### src/pwm_motif_scanner_macros.svh
// ----------------------------------------------------------------------------
// pwm_motif_scanner assertion macros
// Concurrent assertion forms used by the motif scanner sequencer.
// ----------------------------------------------------------------------------
`ifndef PWM_MOTIF_SCANNER_MACROS_SVH
`define PWM_MOTIF_SCANNER_MACROS_SVH

// same-cycle implication
`define PMS_ASSERT_IMPLY(label, clk, rst_n, ante, cons, msg) \
  label: assert property (@(posedge clk) disable iff (!rst_n) (ante) |-> (cons)) \
    else $error(msg);

// next-cycle implication
`define PMS_ASSERT_NEXT(label, clk, rst_n, ante, cons, msg) \
  label: assert property (@(posedge clk) disable iff (!rst_n) (ante) |=> (cons)) \
    else $error(msg);

`endif

### src/pms_pkg.sv
// ----------------------------------------------------------------------------
// pms_pkg
// Types, constants and base decoding for the motif scanner.
// ----------------------------------------------------------------------------
`default_nettype none

package pms_pkg;

  localparam int MAX_MOTIF   = 32;
  localparam int NUM_COLS    = 5;
  localparam int WEIGHT_BITS = 16;
  localparam int POS_BITS    = 32;
  localparam int SCORE_W     = 21;
  localparam int CODE_W      = 3;
  localparam int ROW_W       = $clog2(MAX_MOTIF);
  localparam int LEN_W       = $clog2(MAX_MOTIF + 1);
  localparam int CFG_IDX_W   = 1;
  localparam int CFG_DATA_W  = 21;
  localparam int BYTE_W      = 8;

  // column codes
  localparam logic [CODE_W-1:0] COL_A     = 3'd0;
  localparam logic [CODE_W-1:0] COL_C     = 3'd1;
  localparam logic [CODE_W-1:0] COL_G     = 3'd2;
  localparam logic [CODE_W-1:0] COL_T     = 3'd3;
  localparam logic [CODE_W-1:0] COL_OTHER = 3'd4;

  // register indexes
  localparam logic [CFG_IDX_W-1:0] CFG_MOTIF_LENGTH    = 1'b0;
  localparam logic [CFG_IDX_W-1:0] CFG_SCORE_THRESHOLD = 1'b1;

  // characters
  localparam logic [BYTE_W-1:0] CH_A_LO = 8'h61;
  localparam logic [BYTE_W-1:0] CH_A_UP = 8'h41;
  localparam logic [BYTE_W-1:0] CH_C_LO = 8'h63;
  localparam logic [BYTE_W-1:0] CH_C_UP = 8'h43;
  localparam logic [BYTE_W-1:0] CH_G_LO = 8'h67;
  localparam logic [BYTE_W-1:0] CH_G_UP = 8'h47;
  localparam logic [BYTE_W-1:0] CH_T_LO = 8'h74;
  localparam logic [BYTE_W-1:0] CH_T_UP = 8'h54;

  typedef enum logic [1:0] {
    CMD_WRITE   = 2'd0,
    CMD_BASE    = 2'd1,
    CMD_RESTART = 2'd2,
    CMD_NOP     = 2'd3
  } cmd_e;

  typedef enum logic [1:0] {
    ST_IDLE,
    ST_ALIGN,
    ST_ACCUM,
    ST_FINISH
  } state_e;

  typedef struct packed {
    logic win_shift;
    logic win_clear;
    logic scan_load;
    logic scan_shift;
    logic acc_en;
    logic wr_en;
  } cell_ctrl_t;

  function automatic logic [CODE_W-1:0] base_code(input logic [BYTE_W-1:0] b);
    logic [CODE_W-1:0] code;
    unique case (b)
      CH_A_LO, CH_A_UP: code = COL_A;
      CH_C_LO, CH_C_UP: code = COL_C;
      CH_G_LO, CH_G_UP: code = COL_G;
      CH_T_LO, CH_T_UP: code = COL_T;
      default:          code = COL_OTHER;
    endcase
    return code;
  endfunction

endpackage

`default_nettype wire

### src/pms_cell.sv
// ----------------------------------------------------------------------------
// pms_cell
// One matrix row: weight row, window slot, scan slot and partial sum.
// ----------------------------------------------------------------------------
`default_nettype none

module pms_cell (
  input  wire logic                               clk_i,
  input  wire logic                               rst_ni,
  input  wire pms_pkg::cell_ctrl_t                ctrl_i,
  input  wire logic                               wr_sel_i,
  input  wire logic [pms_pkg::CODE_W-1:0]         wr_col_i,
  input  wire logic [pms_pkg::WEIGHT_BITS-1:0]    wr_value_i,
  input  wire logic [pms_pkg::CODE_W-1:0]         win_i,
  input  wire logic [pms_pkg::CODE_W-1:0]         scan_load_i,
  input  wire logic [pms_pkg::CODE_W-1:0]         scan_i,
  input  wire logic [pms_pkg::SCORE_W-1:0]        sum_i,
  output logic      [pms_pkg::CODE_W-1:0]         win_o,
  output logic      [pms_pkg::CODE_W-1:0]         scan_o,
  output logic      [pms_pkg::SCORE_W-1:0]        sum_o
);

  logic [pms_pkg::WEIGHT_BITS-1:0] w_q [pms_pkg::NUM_COLS];
  logic [pms_pkg::CODE_W-1:0]      win_q;
  logic [pms_pkg::CODE_W-1:0]      scan_q;
  logic [pms_pkg::SCORE_W-1:0]     sum_q;
  logic [pms_pkg::WEIGHT_BITS-1:0] sel_w;

  always_ff @(posedge clk_i) begin
    for (int k = 0; k < pms_pkg::NUM_COLS; k++) begin
      if (ctrl_i.wr_en && wr_sel_i && (wr_col_i == pms_pkg::CODE_W'(k))) begin
        w_q[k] <= wr_value_i;
      end
    end
  end

  always_ff @(posedge clk_i or negedge rst_ni) begin
    if (!rst_ni) begin
      win_q <= '0;
    end else if (ctrl_i.win_clear) begin
      win_q <= '0;
    end else if (ctrl_i.win_shift) begin
      win_q <= win_i;
    end
  end

  always_ff @(posedge clk_i) begin
    if (ctrl_i.scan_load) begin
      scan_q <= scan_load_i;
    end else if (ctrl_i.scan_shift) begin
      scan_q <= scan_i;
    end
  end

  always_comb begin
    if (scan_q < pms_pkg::COL_OTHER) begin
      sel_w = w_q[scan_q];
    end else begin
      sel_w = w_q[pms_pkg::COL_OTHER];
    end
  end

  // add this row's term to the partial sum handed up from the row below
  always_ff @(posedge clk_i) begin
    if (ctrl_i.acc_en) begin
      sum_q <= sum_i + {{(pms_pkg::SCORE_W - pms_pkg::WEIGHT_BITS){sel_w[pms_pkg::WEIGHT_BITS-1]}},
                        sel_w};
    end
  end

  assign win_o  = win_q;
  assign scan_o = scan_q;
  assign sum_o  = sum_q;

endmodule

`default_nettype wire

### config.mk
export PLATFORM = sky130hd
export DESIGN_NAME = pms_cell
export DESIGN_NICKNAME = d
export VERILOG_FILES = /design/src/pwm_motif_scanner_macros.svh /design/src/pms_pkg.sv /design/src/pms_cell.sv
export SDC_FILE = /design/constraint.sdc
export NUM_CORES = 1
export LEC_CHECK = 0
export ABC_AREA = 1
export BUFFER_PORTS_ARGS = -buffer_cell sky130_fd_sc_hd__buf_2
export CORE_MARGIN = 1
export CORE_UTILIZATION = 35
export CTS_BUF_LIST = sky130_fd_sc_hd__clkbuf_4 sky130_fd_sc_hd__clkbuf_8
export CTS_CLUSTER_DIAMETER = 120
export DETAILED_ROUTE_END_ITERATION = 10
export GPL_ROUTABILITY_DRIVEN = 0
export MAX_ROUTING_LAYER = met4
export PLACE_DENSITY = 0.57
export SLEW_MARGIN = 20
export SYNTH_ARGS = -nofsm -noshare
export SYNTH_HDL_FRONTEND = slang
export SYNTH_SLANG_ARGS = --single-unit
### constraint.sdc
create_clock -name clk_i -period 2.4 [get_ports clk_i]
set_input_delay 0 -clock clk_i [delete_from_list [all_inputs] [get_ports clk_i]]
set_output_delay 0 -clock clk_i [all_outputs]
set_load 0.02 [all_outputs]
# Word-level counts from Yosys, hierarchy flattened
# Memory sizes are Yosys's and may differ from the RTL's. A register that Yosys moved wholly into a read port is not among the register bits.
# Cells that the tools add are included.
# totals
wordCells	51
reg_bits	27
inputBits	58
ramBits	80
memories	1
# classes
n_reduce_logical	13
n_lt_le_gt_ge	1
addsub	1
eq_ne	4
mux	28
# mem_list
name	words	word_bits	read_ports	rd_clocked_by_memory_dff	wr	line	source
w_q	5	16	2	1	1	pms_cell.sv:23	logic [pms_pkg::WEIGHT_BITS-1:0] w_q [pms_pkg::NUM_COLS];
# op_table
op	n
2-to-1 mux 16 bit	5
OR reduction 16 bit	4
2-to-1 mux 3 bit	9
adder 21 bit	1
2-to-1 mux 1 bit	14
== test 3 x 2 -> 1 bit, second input constant	2
logical AND 1 bit	6
nonzero test 2 bit	2
== test 3 x 1 -> 1 bit, second input constant	1
== test 3 bit, second input constant	1
zero test 3 bit	1
less-than comparator 3 bit, second input constant	1

# Logic depth before layout (Yosys ltp)
# depth
ltp_word	9
depth_mapped	18

# Worst setup path after synthesis
# Ideal clock, no wire load.
# synth_path
path_type	flip-flop to flip-flop
from	register scan_q, in the netlist scan_o[2]
to	register sum_q, in the netlist sum_o[16] (data pin)
setup_slack_ns	-0.352
path_stages_with_launch	16
setup_ns	0.252
arrival_time_ns	2.500
cell_sequence	edfxtp_1 -> nor2_1 -> clkbuf_1 -> o211ai_1 -> o21ai_1 -> inv_1 -> ha_1 -> fa_1 -> nand3_1 -> nand3_1 -> nand2_2 -> nand3_2 -> nand2_2 -> nand2_1 -> nand2_1 -> nand2_1
# synth_between
elab_chain_cells	3
# synth_rtl
item	line	source
from (decl)	pms_cell.sv:25	logic [pms_pkg::CODE_W-1:0] scan_q;
from (signal assigned)	pms_cell.sv:49	scan_q <= scan_load_i;
from (signal assigned)	pms_cell.sv:51	scan_q <= scan_i;
less-than comparator 3 bit	pms_cell.sv:56	if (scan_q < pms_pkg::COL_OTHER) begin
2-to-1 mux 16 bit	pms_cell.sv:56	
adder 21 bit	pms_cell.sv:66	sum_q <= sum_i + {{(pms_pkg::SCORE_W - pms_pkg::WEIGHT_BITS){sel_w[pms_pkg::WEIGHT_BITS-1]}},
to (signal assigned)	pms_cell.sv:66	
to (decl)	pms_cell.sv:26	logic [pms_pkg::SCORE_W-1:0] sum_q;
# No other way between the ends.
# A chain may end at the register's enable or synchronous reset.

# Final worst setup path
# Ends and elaborated chain as after synthesis.

==> impl_metrics.ini <==
[status]
status = finished, violations left
violations = setup timing

[detailed_routing]
wl_mm = 13.4
drt-pass1-iter-count = 4
via_per_inst = 4.69
drt_iter0_markers = 193
met3_length_microns = 398
met1Wirelength_mm = 5.81
routedWlPerCell_microns = 14.4
drtAntennaViolNets = 0
dr.max_layer_used = met4
num_vias = 4364
wl_met2_mm = 6.90
drcViolationCount = 0

[die]
die_y_microns = 127
fp.dieW_microns = 127
io_pins = 85
std_cell_rows = 45
die-area_sq_um = 16100
start_util_pct = 35.9
core_area_sq_um = 15200

[timing]
period_needed_ps = 2480
clock.fmax_ghz = 0.404
tightest_slew_ps = 484
maxSlewViolCount = 0
setup-violations-final = 6
fin_crit_sh_pct = 103
worst_slack_ps = -78.1
rsz0062_at_grt = true
finalHoldViolations = 0
slew_headroom_pct = 67.7
timing.hold.ws_ps = 28.0
finalClockSkew_ps = 10.4

[synth]
ys_async_sr_fraction_pct = 2.73
synth-edff-count = 104
synth_top_area_share_pct = 57.3
synth_cells = 549
ys_ff_latch = 110
synth_common_cells = nand2_1, edfxtp_1, inv_1
ys_top_cells_by_area = edfxtp_1, nand2_1, inv_1, ha_1, nor2_1
syn_area_sq_um = 5450
yosys_most_used_dff = edfxtp_1
synth.largest_area_cell = edfxtp_1
yosysMostFrequentCell = nand2_1
synth.avg_cell_area_sq_um = 9.93
ys_seq_area_share_pct = 59.8
synth_warnings = 0
synth_nets = 628
ys_types = 35

[grt]
grtUsageTotal_pct = 17.8
grt_remaining_overflow = 0
antenna_found_initial = 0
grt_pass1_vias = 4356
grt_pass1_wl_mm = 21.2
grt_max_degree = 33

[critical_path]
r2r-end = sum_o[16]
cp-start-kind = register
rr_worst_depth = 16
worstPathRequired_ps = 2560
crit_fanout = 7
worstPathArrival_ps = 2630
crit_type = register to register
crit_path_end_kind = register
timing.rr.start = scan_o[2]
timing.reg2reg.setup_slack_ps = -80

[clocking]
path_clk_slew_ps = 110
clockBufferDepth = 2
cts_buffers = 9
clockRootBuffer = clkbuf_8
htreeDepth = 3
insertion_delay_ps = 390
tritoncts = yes
clock_sinks = 110

[power]
switchingPower_mw = 1.56
netSwitchingFraction_pct = 31.5
p_per_area_nw_per_um2 = 637
ir_worst_vdd_mv = 0.282
internal_power_mw = 3.38
combPwrFrac_pct = 32.7
seq_power_share_pct = 46.1
clock_power_share_pct = 21.2
p_leak_nw = 3.25

[job]
maxCapViolCount = 0

[placement]
port_buffers = 84
post-dp-hpwl_mm = 8.62
dpl-instance-area_sq_um = 6600

[layout]
drive_above_1_share_pct = 34.6
layout.nets = 817
utilization_pct = 51.0
stdcell_area_sq_um = 7750
antennaDiodeCount = 0
syn_to_final_growth_pct = 42.1

[hold_path]
hold_depth = 5
min_path_type = input pin to register
hp-start = sum_i[20]
min_to = sum_o[20]
-- cell usage in the layout, fill, tap and decap left out, types with 15 or more instances in the layout --
master         instances
edfxtp_1             104
nand2_1               99
buf_2                 84
inv_1                 64
nor2_1                56
buf_4                 53
dlygate4sd3_1         41
o21ai_0               31
nand3_1               22
nand2_2               20
ha_4                  16
o211ai_1              15
o21ai_1               15
-- flip-flops by register name, summed over array words and instances, names as in the netlist, named ones only --
register,flops
sum_o,21
win_o,3
w_q,80
scan_o,3
-- metrics by stage --
stage          setup WS, ps  setup TNS, ps  std cells  power (mW)
2_1_floorplan         -61.4          -81.9        549        3.07
3_3_place_gp           -133           -739        866        3.57
3_5_place_dp           -131           -992        866        3.59
4_1_cts                -116           -625        927        4.81
5_1_grt                -263          -2360        931        5.21
6_report              -78.1           -203        931        4.94
-- power by group through the flow --
stage | registers [mW] | logic (mW) | clock network (mW)
global placement | 2.32 | 1.25 | 0
finish | 2.27 | 1.61 | 1.05
detailed placement | 2.32 | 1.28 | 0
floorplan | 2.42 | 0.646 | 0
global route | 2.29 | 1.77 | 1.15
CTS | 2.27 | 1.46 | 1.07
-- logic make-up after synthesis --
kind of cell / count (synthesis) / synth area share (%)
buffers and inverters: 85 / 5.99
AOI/OAI and AO/OA: 86 / 8.95
xor gates and xnor gates: 10 / 1.61
adders and majority gates: 21 / 4.96
DFF: 110 / 59.8
and+or+nand+nor: 237 / 18.7
-- cell type report --
type	count	area [sq um]
Clock buffer	10	131
Clock inverter	6	43.8
Sequential cell	110	3260
Multi-Input combinational cell	354	2370
Tap cell	188	235
Inverter	72	270
Timing Repair Buffer	191	1440
Fill cell	1370	7450
-- critical path: stages, from the launching register on --
cell and delay [ps]:
edfxtp_1 440, nor2_4 160, buf_12 130, buf_12 110
buf_6 90, o211ai_1 80, o21ai_1 110, inv_2 80
fa_2 390, nand3_2 100, nand3_4 120, nand2_4 90
nand3_4 80, nand2_2 100, nand2_2 50, nand2_1 60
nand2_1 50
-- routing by layer --
| metal | vias up | global-route usage (%) |
|---|---|---|
| met5 | - | - |
| met4 | 0 | 6.51 |
| li1 | 2240 | - |
| met3 | 15 | 3.50 |
| met1 | 2028 | 20.9 |
| met2 | 81 | 30.1 |
-- timing repair --
action                                  4_1_cts  5_1_grt
cloned                                        2        0
endpoints found under the hold margin        93        0
hold buffers                                 41        0
endpoints found under the setup margin       15       18
buffers inserted                              2        6
gates resized for setup                      34       62
pin swaps                                    11       14
-- how the worst max path moves through the flow --
stage | end | from | depth (start not counted) | slack [ps]
global placement | sum_o[16] | scan_o[2] | 15 | -130
detailed placement | sum_o[16] | scan_o[2] | 15 | -130
finish | sum_o[16] | scan_o[2] | 16 | -80
CTS | sum_o[16] | scan_o[2] | 16 | -120
global route | sum_o[13] | scan_o[2] | 15 | -260
floorplan | sum_o[16] | scan_o[2] | 15 | -60
Power figures use the tool's default switching activity.
