===== config.mk =====
export PLATFORM = sky130hd
export DESIGN_NAME = pms_ctrl
export DESIGN_NICKNAME = d
export VERILOG_FILES = /design/src/pms_pkg.sv /design/src/pms_ctrl.sv
export VERILOG_INCLUDE_DIRS = /design/src /design/src/src
export SDC_FILE = /design/constraint.sdc
export NUM_CORES = 1
export LEC_CHECK = 0
export BUFFER_PORTS_ARGS = -buffer_cell sky130_fd_sc_hd__buf_2
export CORE_UTILIZATION = 40
export CTS_BUF_LIST = sky130_fd_sc_hd__clkbuf_16
export DETAILED_ROUTE_END_ITERATION = 10
export PLACE_DENSITY = 0.65
export SYNTH_ARGS = -nofsm -noshare
export SYNTH_HDL_FRONTEND = slang
export SYNTH_SLANG_ARGS = --single-unit

===== constraint.sdc =====
create_clock -name clk_i -period 1.8 [get_ports clk_i]
set_clock_uncertainty 0.2 [all_clocks]
set_input_delay 0.09 -clock clk_i [delete_from_list [all_inputs] [get_ports clk_i]]
set_output_delay 0.09 -clock clk_i [all_outputs]
set_load 0.02 [all_outputs]

===== src/pwm_motif_scanner_macros.svh =====
// ----------------------------------------------------------------------------
// pwm_motif_scanner assertion macros
// Concurrent assertion forms used by the motif scanner sequencer.
// ----------------------------------------------------------------------------
`ifndef PWM_MOTIF_SCANNER_MACROS_SVH
`define PWM_MOTIF_SCANNER_MACROS_SVH

// same-cycle implication
`define PMS_ASSERT_IMPLY(label, clk, rst_n, ante, cons, msg) \
  label: assert property (@(posedge clk) disable iff (!rst_n) (ante) |-> (cons)) \
    else $error(msg);

// next-cycle implication
`define PMS_ASSERT_NEXT(label, clk, rst_n, ante, cons, msg) \
  label: assert property (@(posedge clk) disable iff (!rst_n) (ante) |=> (cons)) \
    else $error(msg);

`endif


===== src/pms_pkg.sv =====
// ----------------------------------------------------------------------------
// pms_pkg
// Types, constants and base decoding for the motif scanner.
// ----------------------------------------------------------------------------
`default_nettype none

package pms_pkg;

  localparam int MAX_MOTIF   = 32;
  localparam int NUM_COLS    = 5;
  localparam int WEIGHT_BITS = 16;
  localparam int POS_BITS    = 32;
  localparam int SCORE_W     = 21;
  localparam int CODE_W      = 3;
  localparam int ROW_W       = $clog2(MAX_MOTIF);
  localparam int LEN_W       = $clog2(MAX_MOTIF + 1);
  localparam int CFG_IDX_W   = 1;
  localparam int CFG_DATA_W  = 21;
  localparam int BYTE_W      = 8;

  // column codes
  localparam logic [CODE_W-1:0] COL_A     = 3'd0;
  localparam logic [CODE_W-1:0] COL_C     = 3'd1;
  localparam logic [CODE_W-1:0] COL_G     = 3'd2;
  localparam logic [CODE_W-1:0] COL_T     = 3'd3;
  localparam logic [CODE_W-1:0] COL_OTHER = 3'd4;

  // register indexes
  localparam logic [CFG_IDX_W-1:0] CFG_MOTIF_LENGTH    = 1'b0;
  localparam logic [CFG_IDX_W-1:0] CFG_SCORE_THRESHOLD = 1'b1;

  // characters
  localparam logic [BYTE_W-1:0] CH_A_LO = 8'h61;
  localparam logic [BYTE_W-1:0] CH_A_UP = 8'h41;
  localparam logic [BYTE_W-1:0] CH_C_LO = 8'h63;
  localparam logic [BYTE_W-1:0] CH_C_UP = 8'h43;
  localparam logic [BYTE_W-1:0] CH_G_LO = 8'h67;
  localparam logic [BYTE_W-1:0] CH_G_UP = 8'h47;
  localparam logic [BYTE_W-1:0] CH_T_LO = 8'h74;
  localparam logic [BYTE_W-1:0] CH_T_UP = 8'h54;

  typedef enum logic [1:0] {
    CMD_WRITE   = 2'd0,
    CMD_BASE    = 2'd1,
    CMD_RESTART = 2'd2,
    CMD_NOP     = 2'd3
  } cmd_e;

  typedef enum logic [1:0] {
    ST_IDLE,
    ST_ALIGN,
    ST_ACCUM,
    ST_FINISH
  } state_e;

  typedef struct packed {
    logic win_shift;
    logic win_clear;
    logic scan_load;
    logic scan_shift;
    logic acc_en;
    logic wr_en;
  } cell_ctrl_t;

  function automatic logic [CODE_W-1:0] base_code(input logic [BYTE_W-1:0] b);
    logic [CODE_W-1:0] code;
    unique case (b)
      CH_A_LO, CH_A_UP: code = COL_A;
      CH_C_LO, CH_C_UP: code = COL_C;
      CH_G_LO, CH_G_UP: code = COL_G;
      CH_T_LO, CH_T_UP: code = COL_T;
      default:          code = COL_OTHER;
    endcase
    return code;
  endfunction

endpackage

`default_nettype wire


===== src/pms_ctrl.sv =====
// ----------------------------------------------------------------------------
// pms_ctrl
// Sequencer: accepts items, runs the align and accumulate passes, loads the output.
// ----------------------------------------------------------------------------
`default_nettype none

`include "pwm_motif_scanner_macros.svh"

module pms_ctrl (
  input  wire logic                         clk_i,
  input  wire logic                         rst_ni,
  input  wire logic                         in_valid_i,
  input  wire pms_pkg::cmd_e                cmd_i,
  input  wire logic [pms_pkg::LEN_W-1:0]    len_i,
  input  wire logic                         hit_i,
  input  wire logic                         out_valid_i,
  input  wire logic                         out_ready_i,
  output logic                              in_ready_o,
  output pms_pkg::cell_ctrl_t               cell_ctrl_o,
  output logic                              out_load_o,
  output logic [pms_pkg::LEN_W-1:0]         len_o
);

  pms_pkg::state_e             state_q, state_d;
  logic [pms_pkg::LEN_W-1:0]   step_q, step_d;
  logic [pms_pkg::LEN_W-1:0]   len_q, len_d;

  always_ff @(posedge clk_i or negedge rst_ni) begin
    if (!rst_ni) begin
      state_q <= pms_pkg::ST_IDLE;
      step_q  <= '0;
      len_q   <= pms_pkg::LEN_W'(1);
    end else begin
      state_q <= state_d;
      step_q  <= step_d;
      len_q   <= len_d;
    end
  end

  always_comb begin
    state_d     = state_q;
    step_d      = step_q;
    len_d       = len_q;
    in_ready_o  = 1'b0;
    out_load_o  = 1'b0;
    cell_ctrl_o = '0;
    unique case (state_q)
      pms_pkg::ST_IDLE: begin
        in_ready_o = 1'b1;
        if (in_valid_i) begin
          unique case (cmd_i)
            pms_pkg::CMD_WRITE: cell_ctrl_o.wr_en = 1'b1;
            pms_pkg::CMD_BASE: begin
              cell_ctrl_o.win_shift = 1'b1;
              cell_ctrl_o.scan_load = 1'b1;
              len_d = len_i;
              if (len_i == pms_pkg::LEN_W'(pms_pkg::MAX_MOTIF)) begin
                state_d = pms_pkg::ST_ACCUM;
                step_d  = len_i;
              end else begin
                state_d = pms_pkg::ST_ALIGN;
                step_d  = pms_pkg::LEN_W'(pms_pkg::MAX_MOTIF) - len_i;
              end
            end
            pms_pkg::CMD_RESTART: cell_ctrl_o.win_clear = 1'b1;
            pms_pkg::CMD_NOP: ;
            default: ;
          endcase
        end
      end
      pms_pkg::ST_ALIGN: begin
        // slide the scan row down until row j sees the matching base
        cell_ctrl_o.scan_shift = 1'b1;
        step_d = step_q - pms_pkg::LEN_W'(1);
        if (step_q == pms_pkg::LEN_W'(1)) begin
          state_d = pms_pkg::ST_ACCUM;
          step_d  = len_q;
        end
      end
      pms_pkg::ST_ACCUM: begin
        cell_ctrl_o.acc_en = 1'b1;
        step_d = step_q - pms_pkg::LEN_W'(1);
        if (step_q == pms_pkg::LEN_W'(1)) begin
          state_d = pms_pkg::ST_FINISH;
        end
      end
      pms_pkg::ST_FINISH: begin
        // hold while an earlier hit still waits to be taken
        if (!hit_i) begin
          state_d = pms_pkg::ST_IDLE;
        end else if (!out_valid_i || out_ready_i) begin
          out_load_o = 1'b1;
          state_d    = pms_pkg::ST_IDLE;
        end
      end
      default: state_d = pms_pkg::ST_IDLE;
    endcase
  end

  assign len_o = len_q;

  `PMS_ASSERT_IMPLY(a_step_live, clk_i, rst_ni, (state_q == pms_pkg::ST_ALIGN || state_q == pms_pkg::ST_ACCUM), (step_q != '0), "pass counter ran out")
  `PMS_ASSERT_NEXT(a_base_busy, clk_i, rst_ni, (in_valid_i && in_ready_o && cmd_i == pms_pkg::CMD_BASE), (state_q == pms_pkg::ST_ALIGN || state_q == pms_pkg::ST_ACCUM), "base transfer did not start a pass")
  `PMS_ASSERT_IMPLY(a_no_overwrite, clk_i, rst_ni, out_load_o, (!out_valid_i || out_ready_i), "pending hit overwritten")

endmodule

`default_nettype wire


-- After elaboration in Yosys (flattened, before gate mapping)
Index checks and enable logic that the tools add are counted.
- muxes and demuxes: 26
- $add $sub $neg: 2
- reduce and logical (&&, ||, !) cells: 8
- equality and inequality tests: 12
- operator list (cell ; number):
    6-bit 2-to-1 mux ; 4
    6-bit one-hot mux with 3 select lines ; 1
    2-bit 2-to-1 mux ; 7
    1-bit 2-to-1 mux ; 11
    2-bit one-hot mux with 4 select lines ; 1
    2-bit equality test (second input constant) ; 3
    6-bit by 1-bit equality test with 1-bit output (second input constant) ; 1
    6-bit equality test (second input constant) ; 1
    3-bit 2-to-1 mux ; 2
    2-bit != test (second input constant) ; 3
    3-bit AND reduction ; 2
    6-bit by 1-bit subtractor with 6-bit output (second input constant) ; 1
    6-bit subtractor (first input constant) ; 1
    5-bit AND reduction ; 1
    2-bit by 1-bit equality test with 1-bit output (second input constant) ; 2
    2-bit zero test ; 2
    3-bit != test (second input constant) ; 1
    3-bit nonzero test ; 1
    2-bit by 1-bit != test with 1-bit output (second input constant) ; 1
    1-bit zero test ; 1
    1-bit logical OR ; 1
- register bits after elaboration: 14

-- Longest topological paths before layout
Gate-level depths: netlist (run 1).
- word-level depth: 5
- mapped depth: 7
- gate-level depth less buffers: 7

-- Worst setup path before layout (run 1)
OpenSTA, ideal clock, no wires.
- kind: register to register
- start point: reg state_q[0]
- end point: reg step_q[5] in the netlist's numbering
- data arrival time: 1.746 ns
- slack: -0.233 ns
- clock period less this slack: 2.033 ns
- required time: 1.513 ns
- stages on the path, launching flop included: 8
- cell sequence: dfrtp_1 inv_1 ha_1 nand4b_1 clkinv_1 o21ai_0 nor3_1 a211oi_2
- longest elaborated chain between the ends: 3
- elaborated cells on any way between the ends: 8
- classes of those cells: 4 x eq/ne; 1 x mux; 3 x reduce/logical
- RTL lines (what ; line ; RTL):
    start, declared ; pms_ctrl.sv:24 ; pms_pkg::state_e state_q, state_d;
    start signal, assigned ; pms_ctrl.sv:30 ; state_q <= pms_pkg::ST_IDLE;
    start signal, assigned ; pms_ctrl.sv:34 ; state_q <= state_d;
    2-bit equality test, or another cell as far along ; pms_ctrl.sv:47 ; unique case (state_q)
    3-bit nonzero test (no source line), or another cell as far along ; -- ;
    3-bit AND reduction (no source line) ; -- ;
    end signal, assigned ; pms_ctrl.sv:35 ; step_q <= step_d;
    end, declared ; pms_ctrl.sv:25 ; logic [pms_pkg::LEN_W-1:0] step_q, step_d;
Parallel ways exist; a longest one is shown, timed or not.
A chain may end at the register's enable or synchronous reset.

-- Worst setup path after layout (run 1)
- start point: reg step_q[3] in the netlist's numbering
- end point: reg step_q[2] in the netlist's numbering
- longest elaborated chain between the ends: 3
- RTL lines (what ; line ; RTL):
    6-bit by 1-bit equality test with 1-bit output ; pms_ctrl.sv:75 ; if (step_q == pms_pkg::LEN_W'(1)) begin
    6-bit 2-to-1 mux ; pms_ctrl.sv:75 ;
    6-bit one-hot mux with 3 select lines ; pms_ctrl.sv:47 ;
Every way passes these cells.

==> results of run 1 <==
[cells in the mapped netlist (all sizes together) (2+ instances only)]
master / count / share of area, %
a21oi: 5 / 2.1
nand2b: 3 / 1.6
clkbuf: 3 / 0.95
nand4b: 2 / 1.5
nor4b: 2 / 2.0
mux2i: 2 / 1.7
or3: 4 / 2.1
nor3b: 2 / 1.3
xnor2: 4 / 3.0
dfrtp: 13 / 28
nand2: 24 / 7.6
a211oi: 2 / 1.7
inv: 11 / 3.5
o221ai: 2 / 1.5
o31ai: 2 / 1.3
buf: 2 / 1.6
ha: 8 / 8.5
nor2: 5 / 1.6
nor3: 7 / 3.0
nand3b: 2 / 1.3
xor2: 2 / 1.5
o21ai: 10 / 4.2
mux2: 4 / 4.4
[cell type report]
class	count	area [um2]
sequential	14	353
multi-input combinational	108	863
fill	226	963
timing repair buffer	63	438
inverter	12	46.3
tap	31	38.8
clock inverter	1	3.75
clock buffer	3	75.1
[critical path: stages (launching register included)]
cell and delay, ps:
sky130_fd_sc_hd__dfrtp_2 450, sky130_fd_sc_hd__or3_4 400, sky130_fd_sc_hd__or3_1 340, sky130_fd_sc_hd__a31oi_1 180
sky130_fd_sc_hd__a311oi_1 70
[stage by stage]
step	setup TNS, ps	area [um2]	utilization [%]	total power [mW]	setup WS (ps)
after global routing	-240	1820	65.4	3.70	-79.7
after floorplan	0	1230	-	2.03	10.1
after detailed placement	-638	1540	55.5	2.75	-119
final	0	1820	65.4	3.48	16.9
after global placement	-340	1540	55.5	2.70	-79.7
after CTS	0	1750	62.8	3.32	0.606
[repair_timing]
item                                   in CTS  in global routing
hold buffers                                8                  0
resized for setup                           7                 14
endpoints found under the hold margin      21                  0
buffers inserted                            1                  5
pin swaps                                   3                  8
setup endpoints to repair                   8                 10
[worst max path at each step]
stage	from	endpoint	slack, ps	cells past startpoint
floorplan	step_q[4]	state_q[0]	10	5
global placement	step_q[3]	state_q[0]	-80	4
detailed placement	step_q[3]	state_q[1]	-120	4
CTS	step_q[3]	step_q[2]	0.6	4
global route	state_q[1]	step_q[1]	-80	7
finish	step_q[3]	step_q[2]	20	4
[registers in the layout, indices dropped and copies added (netlist names)]
| signal | cells |
|---|---|
| len_o | 6 |
| state_q | 2 |
| step_q | 6 |
[routing by layer]
layer  up-vias  GRT usage [%]  share of wire, %
met1       624           31.0                43
met5         -              0                 0
met4         0           5.92              0.44
li1        626              -                 -
met2        43           41.8                52
met3         2           2.53               4.5
[cell families (layout without fill, tap and decap cells)]
kind of cell               after synthesis  count (layout)  synth area share (%)
AOI/OAI and AO/OA                       34              34                  21.4
adders and majority gates                8               8                  8.47
muxes                                    6               6                  6.14
buffers and inverters                   17              79                  6.36
DFF                                     14              14                  29.8
and+or+nand+nor                         54              54                  23.4
xor gates and xnor gates                 6               6                  4.45
[power by group]
part | leakage [nW] | internal [mW] | switching (mW)
combinational | 0.632 | 1.16 | 1.27
sequential | 0.167 | 0.488 | 0.141
clock | 0.0423 | 0.294 | 0.129
total | 0.840 | 1.94 | 1.54
==> results list, run 1 <==
- The synthesized netlist contains 46 unique library cells.
- For this design the static power due to leakage is 0.840 nW.
- TritonCTS clock tree: built
- Gate Count Post-Synth: 139
* Per-cell via count in the routed design: approximately 5.6
* Clock Root Buffer: sky130_fd_sc_hd__clkbuf_16
* Most common cell after layout, fill and taps aside: sky130_fd_sc_hd__buf_4
* Synth Net Count: about 160
* Floorplan Core Area: around 0.0028 mm2
- For this run, the leading register cell type out of synthesis is sky130_fd_sc_hd__dfrtp_1.
- Worst hold-check path type: in -> reg
- Die extent in y: 56.3 um
- Antenna cells: 0
* Share of synthesized registers carrying an async set or reset: 100%
- At the end of the flow, the number of nets in the layout was between 200 and 250.
- For this run, the number of Yosys warnings is 0.
- Setup violations remaining at the end of the flow were counted as 0.
- The total overflow left after global routing is 0.
* Number of search-and-repair iterations in the first detailed-routing pass: 5
- The worst register-to-register path ends at step_q[2].
* Reg2Reg Setup Slack: 20 ps
- Die Outline Area: roughly 0.0032 mm2
- Syn_area_per_cell: 8.50 um2
- Per-cell routed wire length: approximately 16 um
- The number of pins with negative max-slew slack in the final report came to 0.
* WHS: about 81 ps
* Total standard cell area after synthesis: 0.00118 mm2
- The initial antenna violation count came to 0.
- Via count of the first global-routing pass: 1270
* Type of element capturing the critical path: flip-flop
- Routability congestion estimate from global placement: 0.869
* Row count: 19
* DRC violation count after routing: 0
* Total length of routed wires: ~3600 um
* Fraction of layout cells with a size suffix above 1: between 40% and 50%
* Number of port buffers: 27
* Clock Pin Slew Worst Setup and Hold Paths: 50 ps
* Fin crit share: 99.1%
- Entering global routing, the biggest net connects 15 pins.
* Horiz. Die Dim: 56.3 um
- Excluding fillers, the count of instances in the completed layout stands at 232.
- Yosys mapped a number of flops with a built-in enable equal to 0.
- Post-placement cell count: 215
* Number of buffers on the longest clock path: 2
* Highest-count cells in the layout ignoring fill and taps: sky130_fd_sc_hd__buf_4, sky130_fd_sc_hd__buf_2, sky130_fd_sc_hd__nand2_1
* Category of the worst setup path launch point: flip-flop
- At the pin with the least slew margin, the transition time is 358 ps.
* Initial Util: 42.5%
* Max Fanout on Critical Path: 8
- Counting the buffers created by CTS gives 3.
- HPWL after DPL: 2590 um
- Number of nets with antenna violations after routing: 0
* Count of boundary I/O pins: 28
- In this run the number of H-tree levels came out at 1.
- Minimum period implied by the final worst setup slack: approximately 1800 ps
* Max IR drop VDD: 1.48 mV
- The worst register-to-register path begins at step_q[3].
- The worst register-to-register path has a depth of 4.
- Classification of the worst setup path: reg -> reg
- STA puts the critical path data arrival time at 1690 ps.
- Count of clock tree sinks: 14
- Hold violation total from the final report: 0
- The share of the Yosys chip area taken by registers is between 20 and 30%.
- For this block, the via count after detailed routing is 1295.
* Critical hold path startpoint: len_i[2]
- For this block, the initial DRC count from the detailed router was 56.
* Clock latency on the worst-skew pair: 240 ps
* Unrepaired setup endpoints after global routing: true
* Seq cells post-synth: 14
* Max_cap viols: 0
- Data on the critical path is required at its endpoint by 1710 ps.
- Timing would allow up to between 500 and 600 MHz.
* Outcome: finished clean
- First-pass GRT wire length: 5890 um
- For hold timing, the worst endpoint is step_q[2].
* Cell depth of the worst min-delay path: 3
- Tightest slew margin relative to the limit: 76.1%
- For this run, the total global-route usage over all layers was measured as 23.7%.
- Synthesis-to-layout area growth: 53.9%
- For this design the ratio of total power to cell area is around 1900 mW/mm2.
(Power assumes the default switching activity.)
==> run 2, diff against run 1 <==
PLACE_DENSITY = 0.66   (was 0.65)
==> results list, run 2 (same netlist as run 1, synthesis figures left out) <==
- Max Fanout on Critical Path: 7 (was 8)
- The family with the most delay on the worst path is flip-flops (was simple AND/OR/NAND/NOR gates).
- The final net count came to 232 (was 224).
* Floorplan Core Area: 0.00278 mm2 (unchanged)
- The first-pass GRT wire length was 6020 um (was 5890 um).
- Synthesis-to-layout area growth: 67.3% (was 53.9%)
- The level count of the clock H-tree came to 1 (unchanged).
- The number of global-route vias before repair was 1336 (was 1270).
* Classification of the worst setup path: reg -> reg (unchanged)
* HPWL after DPL: 2610 um (was 2590 um)
- CP endpoint: step_q[2] (unchanged)
- The clock sink count came to 14 (unchanged).
- The number of antenna cells inserted is 0 (unchanged).
- Largest net degree at the start of global routing: 15 (unchanged)
* Number of nets with antenna violations after routing: 0 (unchanged)
- The aggregate routed wire length is 3900 um (was 3650 um).
* Worst hold-check path type: in -> reg (unchanged)
* Number of port buffers: 27 (unchanged)
* WHS: 6.36 ps (was 80.7 ps)
- The final setup violation count was 0 (unchanged).
- Reg2Reg Setup Slack: 8 ps (was 20 ps)
* Vias post-DR: 1340 (was 1295)
- Pwr Density: 1980 mW/mm2 (was 1920 mW/mm2)
* Max-slew violation count: 0 (unchanged)
- Startpoint of the most critical setup path: step_q[0] (was step_q[3])
- Unrepaired setup endpoints after global routing: true (unchanged)
- Clock Root Buffer: sky130_fd_sc_hd__clkbuf_16 (unchanged)
* Per-cell routed wire length: 16.3 um (was 15.7 um)
* DRC violation count after routing: 0 (unchanged)
- Die extent in y: 56.3 um (unchanged)
* Per-cell via count in the routed design: 5.58 (about the same)
- Initial DRC count: 41 (was 56)
- The maximum count of clock buffers along a single path is 2 (unchanged).
- Most common cell after layout, fill and taps aside: sky130_fd_sc_hd__buf_4 (unchanged)
- The critical path endpoint category is a flip-flop (unchanged).
- The data required time of the worst path came to 1720 ps (was 1710 ps).
- Fraction of layout cells with a size suffix above 1: 51.7% (was 42.8%)
- Highest-count cells in the layout ignoring fill and taps: sky130_fd_sc_hd__buf_4, sky130_fd_sc_hd__nand2_1, sky130_fd_sc_hd__buf_2 (was sky130_fd_sc_hd__buf_4, sky130_fd_sc_hd__buf_2, sky130_fd_sc_hd__nand2_1).
- The overall power of the completed layout came to 3.91 mW (was 3.48 mW).
- Total grt overflow: 0 (unchanged)
- The clock buffer count from CTS came to 3 (unchanged).
- Cell-by-cell trace of the critical path: ha_2 -> nand2b_4 -> buf_6 -> or3_4 -> a31oi_2 -> a311oi_2 (was or3_4 -> or3_1 -> a31oi_1 -> a311oi_1)
- The relative max-transition margin is 75.8% (was 76.1%).
* Initial Util: 42.5% (unchanged)
- The start of the worst register-to-register path is step_q[0] (was step_q[3]).
- Worst path bufs/invs: 1 (was 0)
- Clock latency on the worst-skew pair: 250 ps (was 240 ps)
- Final non-filler cell total: 240 (was 232)
- Overall fraction of global-route tracks in use: 24.7% (was 23.7%)
* Category of the worst setup path launch point: flip-flop (unchanged)
- The leakage power came to 0.903 nW (was 0.840 nW).
- Fin crit share: 99.6% (was 99.1%)
* Row count: 19 (unchanged)
* Arrival time at the worst endpoint: 1710 ps (was 1690 ps)
* Highest clock frequency the design can meet: 558 MHz (was 561 MHz)
- Delay of the slowest cell on the worst path: 430 ps (was 450 ps)
- The horizontal extent of the die came to 56.3 um (unchanged).
- Endpoint of the lowest-slack register-to-register path: step_q[2] (unchanged)
- Outcome: finished clean (unchanged)
- Hold violation total from the final report: 0 (unchanged)
* Minimum period implied by the final worst setup slack: 1790 ps (was 1780 ps)
- The max-capacitance violation count is 0 (unchanged).
- The actual transition at the worst max-transition pin came to 360 ps (was 358 ps).
- Clock Pin Slew Worst Setup and Hold Paths: 50 ps (about the same)
- TritonCTS clock tree: built (unchanged)
* Post-placement cell count: 218 (was 215)
- Count of boundary I/O pins: 28 (unchanged)
- Total stage count of the critical path: 6 (was 4)
* Cells on worst reg2reg path: 6 (was 4)
- Max IR drop VDD: 1.43 mV (was 1.48 mV)
- The highest-delay cell along the critical path is sky130_fd_sc_hd__dfrtp_2 (unchanged).
- The number of detailed-route iterations in the first pass is 4 (was 5).
- Die Outline Area: 0.00317 mm2 (unchanged)
- Routability congestion estimate from global placement: 0.858 (was 0.869)
- Initial antenna violation count: 0 (unchanged)
run 2: cell type report:
cell class | instances | area [um2]
flip-flops and latches | 14 | 353
fillers | 201 | 806
clock buffers | 3 | 75.1
well taps | 31 | 38.8
clock inverters | 1 | 3.75
repair buffers | 71 | 509
inverters | 12 | 53.8
multi-input cells | 108 | 942
run 2: worst min-delay path by stage:
stage	slack, ps	start	cells after the start	endpoint
final	6	len_i[0]	3	step_q[0]
after global routing	20	len_i[0]	3	step_q[0]
after CTS	20	len_i[0]	3	step_q[0]
after detailed placement	-180	rst_ni	1	step_q[3]
after global placement	-180	rst_ni	1	step_q[3]
after floorplan	-410	rst_ni	0	len_o[1]
run 2: metrics by stage:
step	setup TNS [ps]	area [um2]	setup slack (ps)	util, %
floorplan	0	1230	10.1	-
global placement	-73.5	1570	-27.2	56.3
detailed placement	-325	1570	-75.2	56.3
CTS	0	1790	5.99	64.2
global route	-332	1980	-70.8	71.0
finish	0	1980	8.06	71.0
run 2: worst reg2reg max path, stage by stage, from the launching register on:
cell	delay (ps)
sky130_fd_sc_hd__dfrtp_2	430
sky130_fd_sc_hd__ha_2	230
sky130_fd_sc_hd__nand2b_4	60
sky130_fd_sc_hd__buf_6	140
sky130_fd_sc_hd__or3_4	360
sky130_fd_sc_hd__a31oi_2	180
sky130_fd_sc_hd__a311oi_2	60
run 2: per-layer routing:
layer  track usage (%)  share of wire (%)
met4              8.71                1.4
met1              32.8                 44
met3              4.38                3.9
met5                 0                  0
met2              40.3                 50
run 2: what timing repair did:
action                                 in CTS  in global routing
pin swaps                                   1                  7
hold buffers                                7                  0
endpoints found under the hold margin      20                  0
setup endpoints to repair                   9                 12
buffers inserted                            3                  8
gates resized for setup                     9                 32
run 2: power breakdown:
| group | leakage [nW] | internal [mW] | switching, mW |
|---|---|---|---|
| Clock | 0.0423 | 0.294 | 0.136 |
| Sequential | 0.167 | 0.488 | 0.150 |
| Combinational | 0.694 | 1.42 | 1.42 |
